<file path="src/hw/rtl/itpc_pkg.sv">
package itpc_pkg;

  typedef enum logic [3:0] {
    ST_IDLE, ST_FRONT, ST_PUSHL, ST_BODY, ST_RD, ST_CHK,
    ST_FN_RD, ST_FN_CHK, ST_STATUS, ST_DONE
  } state_t;

  typedef enum logic [1:0] {M_RPAR, M_OP, M_END} mode_t;

  typedef struct packed {
    logic        bad;
    logic [4:0]  places;
    logic [59:0] mant;
    logic [2:0]  fidx;
    logic [3:0]  kind;
  } tok_t;

  localparam logic [3:0] K_NUM    = 4'd0;
  localparam logic [3:0] K_VAR    = 4'd1;
  localparam logic [3:0] K_ADD    = 4'd2;
  localparam logic [3:0] K_SUB    = 4'd3;
  localparam logic [3:0] K_MUL    = 4'd4;
  localparam logic [3:0] K_DIV    = 4'd5;
  localparam logic [3:0] K_POW    = 4'd6;
  localparam logic [3:0] K_FUNC   = 4'd7;
  localparam logic [3:0] K_STATUS = 4'd8;

  localparam logic [3:0] CODE_FUNC = 4'd8;
  localparam logic [3:0] CODE_FEND = 4'd14;
  localparam logic [3:0] CODE_LPAR = 4'd15;

  localparam logic [59:0] MANT_MAX     = 60'd999999999999999999;
  localparam logic [4:0]  PLACES_MAX   = 5'd18;
  localparam logic [4:0]  RESULT_LIMIT = 5'd19;

  localparam logic [7:0] CH_LPAR  = 8'h28;
  localparam logic [7:0] CH_RPAR  = 8'h29;
  localparam logic [7:0] CH_POINT = 8'h2E;
  localparam logic [7:0] CH_SPACE = 8'h20;
  localparam logic [7:0] CH_X     = 8'h78;
  localparam logic [7:0] CH_PLUS  = 8'h2B;
  localparam logic [7:0] CH_MINUS = 8'h2D;
  localparam logic [7:0] CH_STAR  = 8'h2A;
  localparam logic [7:0] CH_SLASH = 8'h2F;
  localparam logic [7:0] CH_CARET = 8'h5E;

  function automatic logic [1:0] prec(input logic [3:0] code);
    case (code)
      K_ADD, K_SUB: prec = 2'd1;
      K_MUL, K_DIV: prec = 2'd2;
      K_POW:        prec = 2'd3;
      default:      prec = 2'd0;
    endcase
  endfunction

  function automatic logic [3:0] op_code(input logic [7:0] c);
    case (c)
      CH_PLUS:  op_code = K_ADD;
      CH_MINUS: op_code = K_SUB;
      CH_STAR:  op_code = K_MUL;
      CH_SLASH: op_code = K_DIV;
      CH_CARET: op_code = K_POW;
      default:  op_code = 4'd0;
    endcase
  endfunction

  // Turn a stack code into a result item.
  function automatic tok_t code_tok(input logic [3:0] code);
    tok_t t;
    t = '0;
    if (code >= CODE_FUNC && code < CODE_FEND) begin
      t.kind = K_FUNC;
      t.fidx = 3'(code - CODE_FUNC);
    end else begin
      t.kind = code;
    end
    return t;
  endfunction

  // Match a letter run against the function names; returns {hit, index}.
  function automatic logic [3:0] fn_match(input logic [31:0] l, input logic [3:0] len);
    logic [3:0] r;
    r = 4'd0;
    if (len == 4'd3) begin
      case (l[31:8])
        24'("sin"): r = 4'b1000;
        24'("cos"): r = 4'b1001;
        24'("tan"): r = 4'b1010;
        24'("ctg"): r = 4'b1011;
        default:    r = 4'd0;
      endcase
    end else if (len == 4'd4 && l == 32'("sqrt")) begin
      r = 4'b1100;
    end else if (len == 4'd2 && l[31:16] == 16'("ln")) begin
      r = 4'b1101;
    end
    return r;
  endfunction

endpackage

</file>
<file path="src/hw/rtl/infix_to_postfix_converter.sv">
// Infix to postfix converter (shunting-yard). Send an expression one ASCII
// character per input item with tlast low; send an item with tlast high to
// end it. Each character yields zero or more postfix tokens (numbers as a
// decimal mantissa plus place count, the variable x, operators + - * / ^ with
// precedence 1,1,2,2,3 all left-associative, and sin cos tan ctg sqrt ln which
// must be followed at once by '('); the end item flushes the operator stack
// and yields a status token with malformed set when the expression was
// rejected. tlast on the output marks the last token caused by one input item.
// After an error further characters give nothing until the end item. The
// operator stack lives in a synchronous memory with a registered read. A
// character passes through a front step and a body step (a letter only the
// front step; the '(' of a function call takes a push step in place of the
// body). An operator or ')' examines stack entries one by one, an address
// step and then a data step for each; a ')' that finds its '(' then looks
// for the owning function below it. The end item flushes the stack in the
// same way and then emits the status token; a stalled output makes it wait.
module infix_to_postfix_converter
  import itpc_pkg::*;
#(
  parameter int STACK_DEPTH = 16,
  parameter int NAME_MAX    = 7
) (
  input  logic        clk,
  input  logic        rst,
  input  logic        s_tvalid,
  output logic        s_tready,
  input  logic [7:0]  s_tdata,   // [7:0] char_code
  input  logic        s_tlast,   // end_of_text
  output logic        m_tvalid,
  input  logic        m_tready,
  // [2:0] function_index, [62:3] mantissa, [67:63] decimal_places,
  // [68] malformed, [71:69] zero
  output logic [71:0] m_tdata,
  output logic [3:0]  m_tuser,   // [3:0] token_kind
  output logic        m_tlast    // last_of_run
);

  localparam int AW  = $clog2(STACK_DEPTH);
  localparam int CW  = $clog2(STACK_DEPTH + 1);
  localparam int NW  = $clog2(NAME_MAX + 1);
  localparam int LIW = $clog2(NAME_MAX);

  // stack memory
  logic [3:0]    stack_mem [STACK_DEPTH];
  logic [3:0]    rdata;
  logic          we;
  logic [AW-1:0] waddr, raddr;
  logic [3:0]    wdata;

  always_ff @(posedge clk) begin
    if (we) stack_mem[waddr] <= wdata;
    rdata <= stack_mem[raddr];
  end

  // control and pending-token state
  state_t      state, state_next;
  mode_t       mode, mode_next;
  logic [7:0]  ch;
  logic        eot;
  logic [CW-1:0] count, count_next;
  logic [59:0] digits, digits_next;
  logic [4:0]  frac, frac_next;
  logic [2:0]  flags, flags_next;        // bit0 pending, bit1 point, bit2 digit
  logic [7:0]  letters [NAME_MAX];
  logic        let_we;
  logic [NW-1:0] name_len, name_len_next;
  logic        err, err_next;
  logic [4:0]  rcnt;
  tok_t        pend, res, tok;
  logic        pend_v;
  logic        res_last;

  logic        emit_req, eff_emit, out_free, stall, load_out;

  // character classes
  logic        is_letter, is_digit, is_ws;
  logic [3:0]  opc;
  logic [3:0]  fm;
  logic        name_is_x;
  logic [63:0] mul10;
  logic        num_err;
  logic        num_emit;

  assign is_letter = (ch >= 8'h61 && ch <= 8'h7A) || (ch >= 8'h41 && ch <= 8'h5A);
  assign is_digit  = ch >= 8'h30 && ch <= 8'h39;
  assign is_ws     = ch == CH_SPACE || (ch >= 8'd9 && ch <= 8'd13);
  assign opc       = op_code(ch);
  assign fm        = fn_match({letters[0], letters[1], letters[2], letters[3]}, 4'(name_len));
  assign name_is_x = name_len == NW'(1) && letters[0] == CH_X;
  assign mul10     = ({4'd0, digits} << 3) + ({4'd0, digits} << 1) + 64'(ch - 8'h30);
  // closing a pending number: a run of points only is an error
  assign num_err   = flags[0] && !flags[2];
  assign num_emit  = flags[0] && flags[2] && !err;

  assign out_free  = !m_tvalid || m_tready;
  assign eff_emit  = emit_req && rcnt < RESULT_LIMIT;
  assign stall     = eff_emit && pend_v && !out_free;
  assign s_tready  = state == ST_IDLE;
  // move the held token into the output register
  assign load_out  = pend_v && ((!stall && eff_emit) || (state == ST_DONE && out_free));

  always_comb begin
    state_next    = state;
    mode_next     = mode;
    count_next    = count;
    digits_next   = digits;
    frac_next     = frac;
    flags_next    = flags;
    name_len_next = name_len;
    err_next      = err;
    let_we        = 1'b0;
    emit_req      = 1'b0;
    tok           = '0;
    we            = 1'b0;
    waddr         = count[AW-1:0];
    wdata         = CODE_LPAR;
    raddr         = AW'(count - CW'(1));

    unique case (state)
      ST_IDLE: begin
        if (s_tvalid) state_next = ST_FRONT;
      end
      ST_FRONT: begin
        if (eot) begin
          // close the pending number or letter run; at most one is pending
          if (num_err) err_next = 1'b1;
          if (num_emit) begin
            emit_req   = 1'b1;
            tok.kind   = K_NUM;
            tok.mant   = digits;
            tok.places = frac;
          end
          flags_next  = '0;
          digits_next = '0;
          frac_next   = '0;
          if (name_len != '0 && !err) begin
            if (name_is_x) begin
              emit_req = 1'b1;
              tok.kind = K_VAR;
            end else begin
              err_next = 1'b1;
            end
          end
          name_len_next = '0;
          mode_next     = M_END;
          state_next    = ST_RD;
        end else if (err) begin
          state_next = ST_DONE;
        end else if (is_letter) begin
          if (num_err) err_next = 1'b1;
          if (num_emit) begin
            emit_req   = 1'b1;
            tok.kind   = K_NUM;
            tok.mant   = digits;
            tok.places = frac;
          end
          flags_next  = '0;
          digits_next = '0;
          frac_next   = '0;
          if (!num_err) begin
            if (name_len >= NW'(NAME_MAX)) begin
              err_next = 1'b1;
            end else begin
              let_we        = 1'b1;
              name_len_next = name_len + NW'(1);
            end
          end
          state_next = ST_DONE;
        end else begin
          name_len_next = '0;
          if (name_len == '0) begin
            state_next = ST_BODY;
          end else if (name_is_x) begin
            emit_req   = 1'b1;
            tok.kind   = K_VAR;
            state_next = ST_BODY;
          end else if (fm[3]) begin
            if (ch == CH_LPAR && (CW + 1)'(count) + (CW + 1)'(2) <= (CW + 1)'(STACK_DEPTH)) begin
              we         = 1'b1;
              wdata      = CODE_FUNC + {1'b0, fm[2:0]};
              count_next = count + CW'(1);
              state_next = ST_PUSHL;
            end else begin
              err_next   = 1'b1;
              state_next = ST_DONE;
            end
          end else begin
            err_next   = 1'b1;
            state_next = ST_DONE;
          end
        end
      end
      ST_PUSHL: begin
        we         = 1'b1;
        count_next = count + CW'(1);
        state_next = ST_DONE;
      end
      ST_BODY: begin
        state_next = ST_DONE;
        if (is_digit || ch == CH_POINT) begin
          logic [2:0]  fl;
          logic [59:0] base;
          logic [4:0]  fr;
          fl   = flags[0] ? flags : 3'b001;
          base = flags[0] ? digits : '0;
          fr   = flags[0] ? frac : '0;
          if (ch == CH_POINT) begin
            if (fl[1]) err_next = 1'b1;
            else fl[1] = 1'b1;
          end else begin
            if (({4'd0, base} << 3) + ({4'd0, base} << 1) + 64'(ch - 8'h30) > {4'd0, MANT_MAX}) begin
              base     = MANT_MAX;
              err_next = 1'b1;
            end else begin
              base = mul10[59:0];
            end
            fl[2] = 1'b1;
            if (fl[1]) begin
              if (fr >= PLACES_MAX) err_next = 1'b1;
              else fr = fr + 5'd1;
            end
          end
          flags_next  = fl;
          digits_next = base;
          frac_next   = fr;
        end else begin
          if (num_err) err_next = 1'b1;
          if (num_emit) begin
            emit_req   = 1'b1;
            tok.kind   = K_NUM;
            tok.mant   = digits;
            tok.places = frac;
          end
          flags_next  = '0;
          digits_next = '0;
          frac_next   = '0;
          if (num_err || is_ws) begin
            state_next = ST_DONE;
          end else if (ch == CH_LPAR) begin
            if (count >= CW'(STACK_DEPTH)) begin
              err_next = 1'b1;
            end else begin
              we         = 1'b1;
              count_next = count + CW'(1);
            end
          end else if (ch == CH_RPAR) begin
            mode_next  = M_RPAR;
            state_next = ST_RD;
          end else if (opc != 4'd0) begin
            mode_next  = M_OP;
            state_next = ST_RD;
          end else begin
            err_next = 1'b1;
          end
        end
      end
      ST_RD: begin
        if (mode == M_END && (err || count == '0)) begin
          state_next = ST_STATUS;
        end else if (count == '0) begin
          if (mode == M_RPAR) begin
            err_next = 1'b1;
          end else begin
            we         = 1'b1;
            wdata      = opc;
            count_next = count + CW'(1);
          end
          state_next = ST_DONE;
        end else begin
          state_next = ST_CHK;
        end
      end
      ST_CHK: begin
        unique case (mode)
          M_RPAR: begin
            count_next = count - CW'(1);
            if (rdata == CODE_LPAR) begin
              state_next = ST_FN_RD;
            end else begin
              emit_req   = 1'b1;
              tok        = code_tok(rdata);
              state_next = ST_RD;
            end
          end
          M_OP: begin
            if (rdata == CODE_LPAR || prec(rdata) < prec(opc)) begin
              if (count >= CW'(STACK_DEPTH)) begin
                err_next = 1'b1;
              end else begin
                we         = 1'b1;
                wdata      = opc;
                count_next = count + CW'(1);
              end
              state_next = ST_DONE;
            end else begin
              emit_req   = 1'b1;
              tok        = code_tok(rdata);
              count_next = count - CW'(1);
              state_next = ST_RD;
            end
          end
          default: begin
            if (rdata == CODE_LPAR) begin
              err_next   = 1'b1;
              state_next = ST_STATUS;
            end else begin
              emit_req   = 1'b1;
              tok        = code_tok(rdata);
              count_next = count - CW'(1);
              state_next = ST_RD;
            end
          end
        endcase
      end
      ST_FN_RD: begin
        state_next = (count == '0) ? ST_DONE : ST_FN_CHK;
      end
      ST_FN_CHK: begin
        // pop the function that owns this parenthesis, if there is one
        if (rdata >= CODE_FUNC && rdata < CODE_FEND) begin
          emit_req   = 1'b1;
          tok        = code_tok(rdata);
          count_next = count - CW'(1);
        end
        state_next = ST_DONE;
      end
      ST_STATUS: begin
        emit_req      = 1'b1;
        tok.kind      = K_STATUS;
        tok.bad       = err;
        count_next    = '0;
        err_next      = 1'b0;
        name_len_next = '0;
        flags_next    = '0;
        digits_next   = '0;
        frac_next     = '0;
        state_next    = ST_DONE;
      end
      ST_DONE: begin
        // release the held last token of this item
        if (!pend_v || out_free) state_next = ST_IDLE;
      end
      default: state_next = ST_IDLE;
    endcase
  end

  always_ff @(posedge clk) begin
    if (rst) begin
      state    <= ST_IDLE;
      mode     <= M_END;
      count    <= '0;
      digits   <= '0;
      frac     <= '0;
      flags    <= '0;
      name_len <= '0;
      err      <= 1'b0;
      pend_v   <= 1'b0;
      m_tvalid <= 1'b0;
      rcnt     <= '0;
    end else begin
      if (load_out) m_tvalid <= 1'b1;
      else if (m_tready) m_tvalid <= 1'b0;
      if (!stall) begin
        state    <= state_next;
        mode     <= mode_next;
        count    <= count_next;
        digits   <= digits_next;
        frac     <= frac_next;
        flags    <= flags_next;
        name_len <= name_len_next;
        err      <= err_next;
        if (eff_emit) begin
          pend_v <= 1'b1;
          rcnt   <= rcnt + 5'd1;
        end
      end
      if (state == ST_IDLE && s_tvalid) rcnt <= '0;
      if (state == ST_DONE && pend_v && out_free) pend_v <= 1'b0;
    end
  end

  // payload registers
  always_ff @(posedge clk) begin
    if (state == ST_IDLE && s_tvalid) begin
      ch  <= s_tdata;
      eot <= s_tlast;
    end
    if (let_we && !stall) letters[name_len[LIW-1:0]] <= ch;
    if (!stall && eff_emit) begin
      if (pend_v) begin
        res      <= pend;
        res_last <= 1'b0;
      end
      pend <= tok;
    end
    if (state == ST_DONE && pend_v && out_free) begin
      res      <= pend;
      res_last <= 1'b1;
    end
  end

  assign m_tdata = {3'd0, res.bad, res.places, res.mant, res.fidx};
  assign m_tuser = res.kind;
  assign m_tlast = res_last;

  a_count_bound: assert property (@(posedge clk) disable iff (rst)
    count <= CW'(STACK_DEPTH)) else $error("stack count beyond depth");
  a_idle_empty: assert property (@(posedge clk) disable iff (rst)
    state == ST_IDLE |-> !pend_v) else $error("token held while idle");
  a_limit: assert property (@(posedge clk) disable iff (rst)
    rcnt <= RESULT_LIMIT) else $error("too many tokens for one item");
  a_accept: assert property (@(posedge clk) disable iff (rst)
    s_tvalid && s_tready |=> state == ST_FRONT) else $error("accepted item not started");

endmodule
</file>
<file path="config.mk">
export PLATFORM = sky130hd
export DESIGN_NAME = infix_to_postfix_converter
export DESIGN_NICKNAME = d
export VERILOG_FILES = /design/src/hw/rtl/itpc_pkg.sv /design/src/hw/rtl/infix_to_postfix_converter.sv
export SDC_FILE = /design/constraint.sdc
export NUM_CORES = 1
export LEC_CHECK = 0
export ABC_AREA = 0
export BUFFER_PORTS_ARGS = -buffer_cell sky130_fd_sc_hd__buf_2
export CORE_MARGIN = 3
export CORE_UTILIZATION = 44
export CTS_CLUSTER_DIAMETER = 30
export DETAILED_ROUTE_END_ITERATION = 7
export GPL_TIMING_DRIVEN = 0
export PLACE_DENSITY = 0.71
export SLEW_MARGIN = 20
export SYNTH_ARGS = -nofsm -noshare
export SYNTH_HDL_FRONTEND = slang
export SYNTH_SLANG_ARGS = --single-unit
</file>
<file path="constraint.sdc">
create_clock -name clk -period 18.5 [get_ports clk]
set_input_delay 2.775 -clock clk [delete_from_list [all_inputs] [get_ports clk]]
set_output_delay 2.775 -clock clk [all_outputs]
set_load 0.02 [all_outputs]
</file>
==> flow_metrics.tcl, run 1 <==
set metrics [dict create \
    crit_path_max_fanout 56 \
    clock_latency_ns 0.63 \
    cts.sinks 346 \
    hold_path.class "flop to flop" \
    cts_tree "yes" \
    syn_area_sq_um 24200 \
    dpl.cell_count 3179 \
    criticalPathCategory "flop to flop" \
    final_nets 2834 \
    crit_arrival_ns 8.67 \
    cts_resized 0 \
    power_density_nw_per_um2 117 \
    clk_path_buf_depth 3 \
    cp-endpoint "digits[50]" \
    setup.worst_path.end_class "flop" \
    dpl.hpwl_mm 52.7 \
    place_area_sq_um 25600 \
    crit_start "ch[4]" \
    fillers 4718 \
    ios 92 \
    worstHoldStart "pend[44]" \
    dp_slack_ns 10.55 \
    vias 19600 \
    start_util_pct 44.7 \
    finalCriticalPeriod_ns 8.21 \
    finalSetupViolations 0 \
    finalCritPeriodShare_pct 44.4 \
    gr-total-overflow 0 \
    wire_per_inst_um 20.7 \
    dieArea_sq_um 57800 \
    syn_inst 2390 \
    slew_headroom_pct 31.9 \
    synth.distinct_cells 86 \
    slew_violations 0 \
    areaGrowthSynthToFinish_pct 16.9 \
    yosysSeqAreaShare_pct 39.0 \
    vias_per_cell 5.93 \
    drive_gt1_share_pct 11.3 \
    timing.rr.start "ch[4]" \
    cts_setup_buffers 0 \
    fmax_mhz 122 \
    fin_cells 3310 \
    diodes 0 \
    first_global_vias 19500 \
    htreeDepth 3 \
    r2r_cells 19 \
    grtUsageTotal_pct 23.7 \
    post-route-cell-area_sq_um 28300 \
    peakVddDrop_uv 74.8 \
    fin_setup_tns_ns 0 \
    cts_root_buf "clkbuf_16" \
    rows 85 \
    dieHeight_um 240 \
    synth_ff_type "edfxtp_1" \
    critPathLaunchType "flop" \
    leakage_nw 11.2 \
    gp_congestion 0.971 \
    numCtsBuffers 72 \
    core_region_area_sq_um 54100 \
    reg2reg_to "digits[50]" \
    rsz0062_at_grt "no" \
    drcViolationCount 0 \
    antenna_found_initial 2 \
    synth-edff-count 251 \
    wl_mm 68.6 \
    grt_max_degree 57 \
    clock_skew_ns 0.0480 \
    first_pass_iters 6 \
    worstMarginPinSlew_ns 1.02 \
    status "finished, final reports clean" \
    postCtsHoldBufs 0 \
    hold_viol_final 0 \
    synth-warning-count 0 \
    required_ns 18.96 \
    die_x_um 240 \
    reg2reg_slack_ns 10.29 \
    ys_async_sr_fraction_pct 0 \
    grt_pass1_wl_mm 107 \
    avgSynthCellArea_sq_um 10.1 \
    cap_violations 0 \
    cts.reportedPaths.clkPinSlew_ns 0.05 \
    fin_ws_ns 10.29 \
    antenna_left 0 \
    synth-seq-cells 346 \
    drt_iter0_drc 1675 \
    port_buffers 87 \
]
critical path: stages, from the launching register on:
cell and delay (ns):
edfxtp_1 0.58, ha_1 0.37, or3_1 0.57, inv_8 0.50, buf_16 0.38, fa_1 0.47
ha_1 0.30, buf_2 0.19, a21oi_1 0.36, o21ai_0 0.20, a211o_1 0.40, a2111oi_0 0.85
nor4_1 0.26, o31ai_1 0.35, nand4_1 0.16, o2111ai_2 0.74, inv_2 0.31, o21ai_2 0.33
clkbuf_1 0.43, o21ai_0 0.21
cell type report:
class | instances | area (sq um) | area share (%)
buffer | 107 | 478 | 1.69
clock buffer | 79 | 1900 | 6.72
clock inverter | 51 | 751 | 2.65
inverter | 71 | 274 | 0.969
multi-input combinational | 1868 | 14000 | 49.7
sequential | 346 | 9440 | 33.4
tap | 696 | 871 | 3.08
timing repair buffer | 92 | 526 | 1.86
kinds of logic after synthesis:
kind of cell	synth area share (%)
flip-flops	39.0
multiplexers	2.28
adder cells (fa/ha/maj)	17.2
XOR/XNOR	3.62
buffers and inverters	3.06
AO/OA/AOI/OAI	18.1
other	0.0155
AND/OR/NAND/NOR	16.7
per-layer routing:
layer / vias to the layer above / wire (um) / global-route usage [%]
met5: - / 0 / 0
met4: 0 / 2320 / 8.94
li1: 9209 / - / -
met1: 9526 / 29400 / 31.3
met2: 749 / 32100 / 39.1
met3: 148 / 4720 / 4.24
cell usage after synthesis, types with 60 or more instances:
library cell,number,area [sq um]
nor2_1,195,732
and2_1,133,832
dfxtp_1,95,1900
o21ai_0,135,676
fa_1,116,2320
inv_1,70,263
nand2_1,185,694
xnor2_1,60,526
ha_1,147,1840
clkbuf_1,78,293
edfxtp_1,251,7540
nand3_1,64,320
a21oi_1,198,991
state kept, by name, indices dropped and copies added, names as in the netlist, 5 cells and up:
register / cells
m_tdata: 69
digits: 60
letters: 32
ch: 8
pend: 73
count: 5
stack_mem: 64
rcnt: 5
frac: 5
cells in the final DEF (no fill, tap or decap), types with 69 or more instances in the layout:
| master | count |
|---|---|
| a21oi_1 | 198 |
| and2_1 | 133 |
| buf_2 | 103 |
| clkbuf_1 | 79 |
| clkbuf_16 | 74 |
| dfxtp_1 | 95 |
| edfxtp_1 | 251 |
| fa_1 | 116 |
| ha_1 | 147 |
| inv_1 | 69 |
| nand2_1 | 184 |
| nor2_1 | 195 |
| o21ai_0 | 134 |
per-stage QoR:
step | hold slack, ns | utilization (%) | total power [mW]
final | 0.411 | 52.2 | 3.30
after detailed placement | 0.405 | 47.3 | 1.92
after global placement | 0.402 | 47.1 | 1.90
after global routing | 0.408 | 52.2 | 3.46
after floorplan | 0.400 | - | 1.65
after CTS | 0.404 | 52.2 | 3.31
report_power, final:
group          switching, mW  internal, mW  leakage (nW)  total [mW]
Sequential            0.0454         0.971          3.03        1.02
Combinational          0.611         0.294          6.90       0.904
Clock                  0.454         0.924          1.28        1.38
worst min path at each step:
stage,depth (start not counted),endpoint
after global placement,0,m_tdata[0]
after global routing,0,m_tdata[7]
after detailed placement,0,m_tdata[21]
final,0,m_tdata[40]
after CTS,0,m_tdata[7]
after floorplan,0,m_tdata[0]
(Power assumes the default switching activity.)
==> run 2: changes to the inputs <==
Settings changed: ABC_AREA 0 to 1.
Clock period 18.5 ns to 8.5 ns, I/O delays scaled along.
==> flow_metrics.tcl, run 2 <==
set metrics [dict create \
    leakage_nw 15.0 \
    cts_tree "yes" \
    p_int_mw 4.67 \
    drt_iter0_drc 2815 \
    synthTopCellsByCount "nand2_1 (1035), inv_1 (613), nor2_1 (449)" \
    synthSimpleGateAreaFrac_pct 27.6 \
    cp_slowest_stage_delay_ns 0.60 \
    grt_max_degree 53 \
    synthTopCellsByArea "edfxtp_1 (27%), nand2_1 (14%), fa_1 (8.3%)" \
    grt_pass1_wl_mm 135 \
    core_region_area_sq_um 62200 \
    crit_path_top_delay_cell "edfxtp_1" \
    slew_headroom_pct 26.9 \
    critPathLaunchType "flop" \
    min_to "m_tdata[20]" \
    vias_per_cell 5.31 \
    synth-edff-count 251 \
    clock_skew_ns 0.0527 \
    reg2reg_slack_ns 2.49 \
    synth_compound_area_share_pct 10.7 \
    synth-seq-cells 346 \
    finalCritPeriodShare_pct 70.7 \
    required_ns 9.03 \
    fin_setup_tns_ns 0 \
    areaGrowthSynthToFinish_pct 15.2 \
    start_util_pct 44.8 \
    rsz0062_at_grt "no" \
    synth.most_common_cell "nand2_1" \
    crit_path_max_fanout 18 \
    numCtsBuffers 66 \
    antenna_left 0 \
    hold_viol_final 0 \
    finalSetupViolations 0 \
    synth_top_area_cell "edfxtp_1" \
    status "finished, final reports clean" \
    drive_gt1_share_pct 10.4 \
    gp_congestion 0.997 \
    first_pass_iters 6 \
    finalHoldWorstSlack_ns 0.393 \
    final_common_cell "nand2_1" \
    synth.distinct_cells 66 \
    cts.reportedPaths.clkPinSlew_ns 0.05 \
    cts_root_buf "clkbuf_16" \
    grtUsageTotal_pct 26.1 \
    synth-warning-count 0 \
    clock_latency_ns 0.63 \
    largest_register_ffs 73 \
    synth_top_area_share_pct 27.1 \
    dp_slack_ns 2.64 \
    finalCriticalPeriod_ns 6.01 \
    power_density_nw_per_um2 228 \
    muxShareOfSynthArea_pct 0.216 \
    power_frac_seq_pct 31.0 \
    first_global_vias 24200 \
    slew_violations 0 \
    die_x_um 257 \
    dpl.hpwl_mm 70.7 \
    syn_area_sq_um 27800 \
    postCtsHoldBufs 0 \
    ios 92 \
    vias 25400 \
    synth_top_family_by_area "simple AND/OR/NAND/NOR gates" \
    cts.sinks 346 \
    switchingPower_mw 2.65 \
    peakVddDrop_uv 146 \
    setup.worst_path.end_class "flop" \
    power.share.switching_pct 36.2 \
    dieArea_sq_um 66300 \
    final_cell_mix "nand2_1 (1034), inv_1 (612), nor2_1 (447)" \
    synthAdderAreaFrac_pct 15.0 \
    cts_setup_buffers 0 \
    r2r_cells 26 \
    fillers 5942 \
    crit_arrival_ns 6.53 \
    cpMostUsedCell "nor2_1" \
    design_power_total_mw 7.32 \
    port_buffers 88 \
    gr-total-overflow 0 \
    worstMarginPinSlew_ns 1.10 \
    avgSynthCellArea_sq_um 7.47 \
    hold_path.class "flop to flop" \
    wire_per_inst_um 18.2 \
    wl_mm 87.1 \
    cap_violations 0 \
    drcViolationCount 0 \
    final_util_pct 51.6 \
    final_nets 4167 \
    fmax_mhz 166 \
    fin_ws_ns 2.49 \
    diodes 0 \
    syn_inst 3724 \
    min_path_cells 0 \
    antenna_found_initial 0 \
    timing.rr.start "ch[4]" \
    power.share.clock_pct 39.0 \
    reg2reg_to "digits[20]" \
    criticalPathCategory "flop to flop" \
    yosysSeqAreaShare_pct 33.9 \
    htreeDepth 3 \
    comb_power_share_pct 30.0 \
    clk_path_buf_depth 3 \
    top_register "pend" \
    ys_async_sr_fraction_pct 0 \
    worstHoldStart "pend[24]" \
    synth_ff_type "edfxtp_1" \
    rows 91 \
    synth_xor_area_share_pct 2.55 \
    dieHeight_um 257 \
    cts_resized 0 \
]
## run 2: changes by cell type after synthesis, sizes merged, moves of 23 or more
cell / delta
and2: -131
xnor2: -23
inv: +574
nand3: +106
nor2: +278
a21oi: +29
a21o: -42
and3: -23
o211ai: -32
a22o: -28
nand2: +862
clkbuf: -35
## run 2: layer usage
layer  wire (um)  track usage, %
met5           0               0
met3        7810            4.42
met4        2990            9.29
met1       38400            36.9
met2       37900            40.4
## run 2: metrics by stage
stage	instance area, sq um	instances
6_report	32100	4782
5_1_grt	32100	4782
4_1_cts	32000	4782
3_5_place_dp	29500	4660
3_3_place_gp	29300	4651
2_1_floorplan	27800	3726
## run 2: worst max path at each step
stage / start / endpoint / slack (ns) / depth (start not counted)
floorplan: ch[4] / digits[19] / 1.64 / 28
global placement: ch[4] / digits[56] / -0.10 / 24
detailed placement: ch[4] / digits[48] / 2.64 / 26
CTS: ch[4] / digits[20] / 2.56 / 26
global route: ch[4] / digits[20] / 2.11 / 26
finish: ch[4] / digits[20] / 2.49 / 26
## run 2: cell type report
type | instances | area (sq um) | area share [%]
sequential | 346 | 9440 | 29.4
inverter | 646 | 2430 | 7.58
clock inverter | 50 | 774 | 2.42
multi-input combinational | 2663 | 15600 | 48.8
timing repair buffer | 97 | 634 | 1.98
clock buffer | 72 | 1710 | 5.35
buffer | 71 | 380 | 1.19
tap | 837 | 1050 | 3.27
## run 2: power groups by stage
| stage | registers [mW] | clock network [mW] | logic (mW) |
|---|---|---|---|
| final | 2.27 | 2.86 | 2.19 |
| after global routing | 2.30 | 2.97 | 2.41 |
| after CTS | 2.27 | 2.89 | 2.16 |
| after detailed placement | 2.30 | 0 | 2.14 |
| after global placement | 2.32 | 0 | 2.05 |
| after floorplan | 2.30 | 0 | 1.43 |
## run 2: kinds of logic after synthesis
group                      count (synthesis)
and+or+nand+nor                         1817
AOI/OAI and AO/OA                        493
adders and majority gates                263
buffers and inverters                    717
other                                      1
xor gates and xnor gates                  81
DFF                                      346
muxes                                      6
## run 2: critical path, delay by kind of cell (launching register included)
family / cells / cell delay [ns]
flip-flops: 1 / 0.60
AND/OR/NAND/NOR: 17 / 2.85
buffers and inverters: 6 / 1.04
adder cells (fa/ha/maj): 3 / 1.38
